**config.mk**
```make
export PLATFORM = sky130hd
export DESIGN_NAME = bfa_table
export DESIGN_NICKNAME = d
export VERILOG_FILES = /design/src/rtl/bfa_pkg.sv /design/src/rtl/bfa_table.sv
export SDC_FILE = /design/constraint.sdc
export NUM_CORES = 2
export LEC_CHECK = 0
export ABC_CLOCK_PERIOD_IN_PS = 6280
export BUFFER_PORTS_ARGS = -buffer_cell sky130_fd_sc_hd__buf_2
export CAP_MARGIN = 20
export CORE_MARGIN = 1.5
export CORE_UTILIZATION = 55
export DETAILED_ROUTE_END_ITERATION = 7
export PLACE_DENSITY_LB_ADDON = 0.2
export SYNTH_ARGS = -nofsm -noshare
export SYNTH_HDL_FRONTEND = slang
export SYNTH_SLANG_ARGS = --single-unit
export TNS_END_PERCENT = 20
```
**constraint.sdc**
```tcl
create_clock -name clk -period 6.28 [get_ports clk]
set_input_delay 1.256 -clock clk [delete_from_list [all_inputs] [get_ports clk]]
set_output_delay 1.256 -clock clk [all_outputs]
set_load 0.005 [all_outputs]
```
**src/rtl/bfa_pkg.sv**
```systemverilog
// shared types and constants for the best-fit block allocator
`timescale 1ns / 1ps
package bfa_pkg;
	localparam int unsigned MAX_BLOCKS_DEF   = 64;
	localparam int unsigned HEADER_BYTES_DEF = 4;
	localparam logic [31:0] HEAP_TOP_RESET   = 32'd65528;

	localparam logic [1:0] REG_HEAP_TOP = 2'd0;

	localparam logic CMD_ALLOC = 1'b0;
	localparam logic CMD_FREE  = 1'b1;

	localparam logic [2:0] ST_OK         = 3'd0;
	localparam logic [2:0] ST_NO_SPACE   = 3'd1;
	localparam logic [2:0] ST_TABLE_FULL = 3'd2;
	localparam logic [2:0] ST_ZERO_SIZE  = 3'd3;
	localparam logic [2:0] ST_NOT_FOUND  = 3'd4;

	typedef enum logic [2:0] {
		S_IDLE,
		S_CHK,
		S_RD,
		S_EV,
		S_DEC,
		S_SH_RD,
		S_SH_WR,
		S_OUT
	} state_t;
endpackage

```
**src/rtl/bfa_table.sv**
```systemverilog
// block table memory, one write port and one registered read port
`timescale 1ns / 1ps
module bfa_table
	import bfa_pkg::*;
#(
	parameter int unsigned MAX_BLOCKS = MAX_BLOCKS_DEF,
	localparam int unsigned AW = (MAX_BLOCKS > 1) ? $clog2(MAX_BLOCKS) : 1
) (
	input  logic          clk,
	input  logic          we,
	input  logic [AW-1:0] waddr,
	input  logic [63:0]   wdata,
	input  logic [AW-1:0] raddr,
	output logic [63:0]   rdata
);
	logic [63:0] mem [MAX_BLOCKS];

	always_ff @(posedge clk) begin
		if (we) begin
			mem[waddr] <= wdata;
		end
	end

	always_ff @(posedge clk) begin
		rdata <= mem[raddr];
	end
endmodule
```
== Word level (Yosys, flattened, before mapping) ==
Memories as Yosys holds them, arrays and structs flattened. A register that Yosys moved wholly into a read port is not among the register bits.
Cells that the tools add are included.

* Input bits: 78
* Register bits: 0
* Bits in writable memories: 4,096
* Word-level logic and storage cells: 3
* Memories: 1

* Mux-type cells: 2

{| class="wikitable"
|+ Memories
! memory !! words !! bits a word !! read ports !! clocked after memory_dff !! write ports !! line !! source
|-
| mem || 64 || 64 || 1 || 1 || 1 || bfa_table.sv:16 || <nowiki>logic [63:0] mem [MAX_BLOCKS];</nowiki>
|}

{| class="wikitable"
|+ Operators by type and width
! cell !! count
|-
| $mux 1 || 2
|}

== Depth between registers and ports, before layout ==
* Depth in word-level cells: 2
* Gate-level depth with buffers: 9

== Worst setup path before layout ==
OpenSTA, ideal clock, no wires.

* Kind: input -> register
* Start: in waddr[3]
* End: mem mem[48][0] (enable)
* Cell stages on the path: 4
* Data required time: 5,716 ps
* Library setup time: 564 ps
* Slack: -412 ps
* Data arrival time: 6,128 ps
* Cells stage by stage: clkbuf_1 > nor2b_1 > nand4b_1 > nor3_1

{| class="wikitable"
|+ RTL lines
! element !! line !! source
|-
| from (decl) || bfa_table.sv:11 || <nowiki>input logic [AW-1:0] waddr,</nowiki>
|-
| to (decl) || bfa_table.sv:16 ||
|}

Straight into the memory's write port.

==> impl_summary.txt <==
----------------------------------------------------
[Timing]
  Post-Route Setup TNS ... 0 ps
  Final worst-path cycle share ... between 50% and 60%
  Slew at the pin closest to its max-slew limit ... about 1200 ps
  Rel. slew slack ... a little under 20%
  Final Max Slew Viols ... 0
  Number of hold-slack violations in the final timing report ... 0
  Setup-failing EPs final ... 0
  Smallest setup slack after layout ... 2580 ps
  RSZ-0062 raised after global routing ... false
  Achievable Freq ... 270 MHz
  Setup skew after layout ... roughly 55 ps
  Fin crit period ... 3700 ps

[Worst setup path]
  Number of gates on the worst path with buffers counted ... 6
  Max FO, Critical Path ... 51
  Worst Path Arrival ... 4480 ps
  Critical path's largest stage delay ... 850 ps
  Setup Crit Path Kind ... input pin to register
  Worst Path Required ... between 7000 and 8000 ps
  Sort of element at the start of the critical path ... input pin
  Category of the worst setup path capture point ... register
  Worst r2r path cells ... 5
  CP delay by family, top ... simple AND/OR/NAND/NOR gates
  Library cell contributing the largest single delay on the critical path ... sky130_fd_sc_hd__nor2b_4
  Critical path cell sequence ... buf_2 > nor2b_4 > buf_12 > a22oi_1 > and3_1 > a211oi_1
  CP Buf/Inv Count ... 2

[Routing]
  Total detailed-routing wirelength ... 418000 um
  Detail Route Antenna Nets ... 0
  Overall via count from detail_route ... 75700
  DRC violation count after routing ... 0
  Vias per std cell ... 6.80
  First DRT Iteration DRCs ... 10600
  Average wire length per cell after detail routing ... 37.5 um
  DR pass1 iterations ... 6

[CTS]
  Number of hold buffers added after cts ... 0
  Sinks on the clock net ... 4160
  Clock root buffer ... sky130_fd_sc_hd__clkbuf_16
  Clock slew seen by the registers of the worst setup and hold paths ... about 70 ps
  Clock insertion delay at the later pin of the skew report ... between 900 and 1000 ps
  CTS H-Tree Depth ... 5
  Post-CTS Setup Repair Bufs ... 0
  Quantity of gates resized following cts ... 0
  TritonCTS clock tree ... built
  Number of buffers inserted during clock tree synthesis ... 402
  Maximum buffer depth of the clock tree ... 4

[Place]
  Gpl congestion ... between 0.8 and 0.9
  Port-buffer cells ... ~140
  Instance area after placement ... between 150000 and 200000 um2
  Worst setup slack before clock tree synthesis ... roughly 1700 ps
  DP HPWL ... approximately 230000 um

[Synthesis]
  Flops & latches, synth ... 4160
  Yosys warnings ... 0
  Distinct cell type count of the synthesized netlist ... 33
  Average footprint of a synthesized cell ... 23.7 um2
  Post-Syn Area ... ~160000 um2
  Synthesized netlist cell count ... 6598
  Number of synthesized flops with an enable pin ... around 4100
  Library cell with the largest summed area after synthesis ... sky130_fd_sc_hd__edfxtp_1
  Top cells by count, synth ... sky130_fd_sc_hd__edfxtp_1, sky130_fd_sc_hd__mux4_2, sky130_fd_sc_hd__buf_2
  Most frequent cell after synthesis ... sky130_fd_sc_hd__edfxtp_1
  Most area-consuming cells after synthesis ... sky130_fd_sc_hd__edfxtp_1, sky130_fd_sc_hd__mux4_2, sky130_fd_sc_hd__mux2i_1
  Fraction of registers with async set or reset after synthesis ... 0%
  Post-synthesis sequential area ratio ... 79.5%
  Area share of the largest cell type after synthesis ... 78.7%
  Number of nets in the synthesized netlist ... 6676
  Main synth FF type ... sky130_fd_sc_hd__edfxtp_1

[Global routing]
  Overflow left after global routing ... 0
  Pin count of the biggest net entering global routing ... 109
  First-pass GRT wire length ... between 500000 and 600000 um
  Via count of the first global-routing pass ... between 70000 and 80000
  Global-route usage over all layers ... 29.3%
  Antenna violations before repair ... 37

[Pwr]
  P_leak ... 55.4 nW
  Sw frac ... 21.0%
  Peak supply drop ... 309 uV
  Power share of the clock group ... 42.5%
  Part of the power in registers ... roughly 53%
  Reported net switching power ... around 0.012 W
  Share of total power in combinational logic ... 4.5%
  Total power ... 0.0583 W
  Cell area power density ... 329 nW/um2
  Cell internal pwr ... about 0.046 W

[Run]
  Max-Cap Viols ... 0

[Die]
  Die extent in x ... 536 um
  Total Die Area ... 287000 um2
  I/O pin count ... 142
  Initial Util ... 55.3%
  Core box area ... 283000 um2
  Number of rows created at floorplan ... between 150 and 200
  Die Y ... 536 um

[Final layout]
  Post-Layout Inst Area ... approximately 180000 um2
  Count of nets after finishing ... between 7000 and 8000
  Fin util ... between 60 and 70%
  Fraction of layout instances using a drive strength above 1 ... 28.9%
  Number of fill cells ... around 19000
  Synthesis-to-layout area growth ... 13.4%

[Worst hold path]
  Worst hold-check path type ... input pin to register
  Number of cells traversed by the worst hold path ... 1

[Run status]
  Status ... complete, no violations

----------------------------------------------------
state kept, by name (all words and copies together) (netlist names):
signal,count
mem,4096
rdata,64
cells in the final DEF, fill, tap and decap left out, types with 26 or more instances in the layout:
| cell | netlist | routed |
|---|---|---|
| sky130_fd_sc_hd__clkbuf_1 | 140 | 95 |
| sky130_fd_sc_hd__o221ai_1 | 38 | 38 |
| sky130_fd_sc_hd__nor2_4 | 0 | 65 |
| sky130_fd_sc_hd__clkbuf_16 | 0 | 404 |
| sky130_fd_sc_hd__and3_1 | 64 | 64 |
| sky130_fd_sc_hd__o22ai_1 | 83 | 83 |
| sky130_fd_sc_hd__nand2_1 | 58 | 55 |
| sky130_fd_sc_hd__clkinv_1 | 0 | 48 |
| sky130_fd_sc_hd__mux2i_1 | 135 | 135 |
| sky130_fd_sc_hd__a41oi_1 | 26 | 26 |
| sky130_fd_sc_hd__nor2_1 | 112 | 47 |
| sky130_fd_sc_hd__buf_2 | 170 | 138 |
| sky130_fd_sc_hd__or3_1 | 29 | 29 |
| sky130_fd_sc_hd__or2_2 | 28 | 28 |
| sky130_fd_sc_hd__buf_4 | 34 | 169 |
| sky130_fd_sc_hd__mux4_2 | 1024 | 1024 |
| sky130_fd_sc_hd__edfxtp_1 | 4096 | 4096 |
| sky130_fd_sc_hd__a22oi_1 | 168 | 168 |
| sky130_fd_sc_hd__buf_12 | 0 | 87 |
| sky130_fd_sc_hd__dfxtp_1 | 64 | 64 |
| sky130_fd_sc_hd__clkbuf_8 | 0 | 30 |
| sky130_fd_sc_hd__a211oi_1 | 63 | 63 |
| sky130_fd_sc_hd__nand3_1 | 45 | 45 |
| sky130_fd_sc_hd__a22o_1 | 88 | 88 |
| sky130_fd_sc_hd__clkinv_2 | 0 | 73 |
| sky130_fd_sc_hd__bufinv_16 | 0 | 50 |
area by class of cell:
type / instances / area (um2) / share of cell area, %
Antenna cell: 22 / 55.1 / 0.0311
Clock buffer: 529 / 10900 / 6.14
Timing Repair Buffer: 397 / 3760 / 2.12
Sequential cell: 4160 / 124000 / 70.1
Clock inverter: 218 / 2740 / 1.55
Inverter: 19 / 71.3 / 0.0402
Multi-Input combinational cell: 2049 / 30800 / 17.4
Tap cell: 3743 / 4680 / 2.64
routing by layer:
layer | global-route usage (%) | share of wire, % | vias to the layer above
li1 | - | - | 29400
met1 | 41.5 | 38 | 41100
met2 | 46.5 | 48 | 4427
met3 | 5.59 | 10 | 747
met4 | 9.74 | 3.6 | 8
met5 | 0 | 0.013 | -
cells by family after synthesis:
kind of cell | Yosys count | share of synthesized area (%)
compound gates | 504 | 2.48
buf+inv | 389 | 1.18
flops | 4160 | 79.5
mux | 1159 | 15.6
simple gates | 386 | 1.24
metrics by stage:
step	cells	hold WS, ps
final	11100	596
after global routing	11100	588
after CTS	11100	838
after detailed placement	10300	823
after global placement	10300	820
after floorplan	6598	788
path summary, 6_finish.rpt:
check	slack, ps	start	end
max reg2reg	4070	mem[55][20]	rdata[20]
max	2580	raddr[3]	rdata[20]
min reg2reg	830	mem[54][44]	rdata[44]
min	600	wdata[26]	mem[34][26]
power by group through the flow:
stage                     Sequential [W]  Clock (W)  Combinational, W
after floorplan                   0.0314          0           0.00143
after global placement            0.0315          0           0.00254
after detailed placement          0.0315          0           0.00259
after CTS                         0.0309     0.0250           0.00259
after global routing              0.0309     0.0261           0.00277
final                             0.0309     0.0248           0.00263
(Power assumes the default switching activity.)
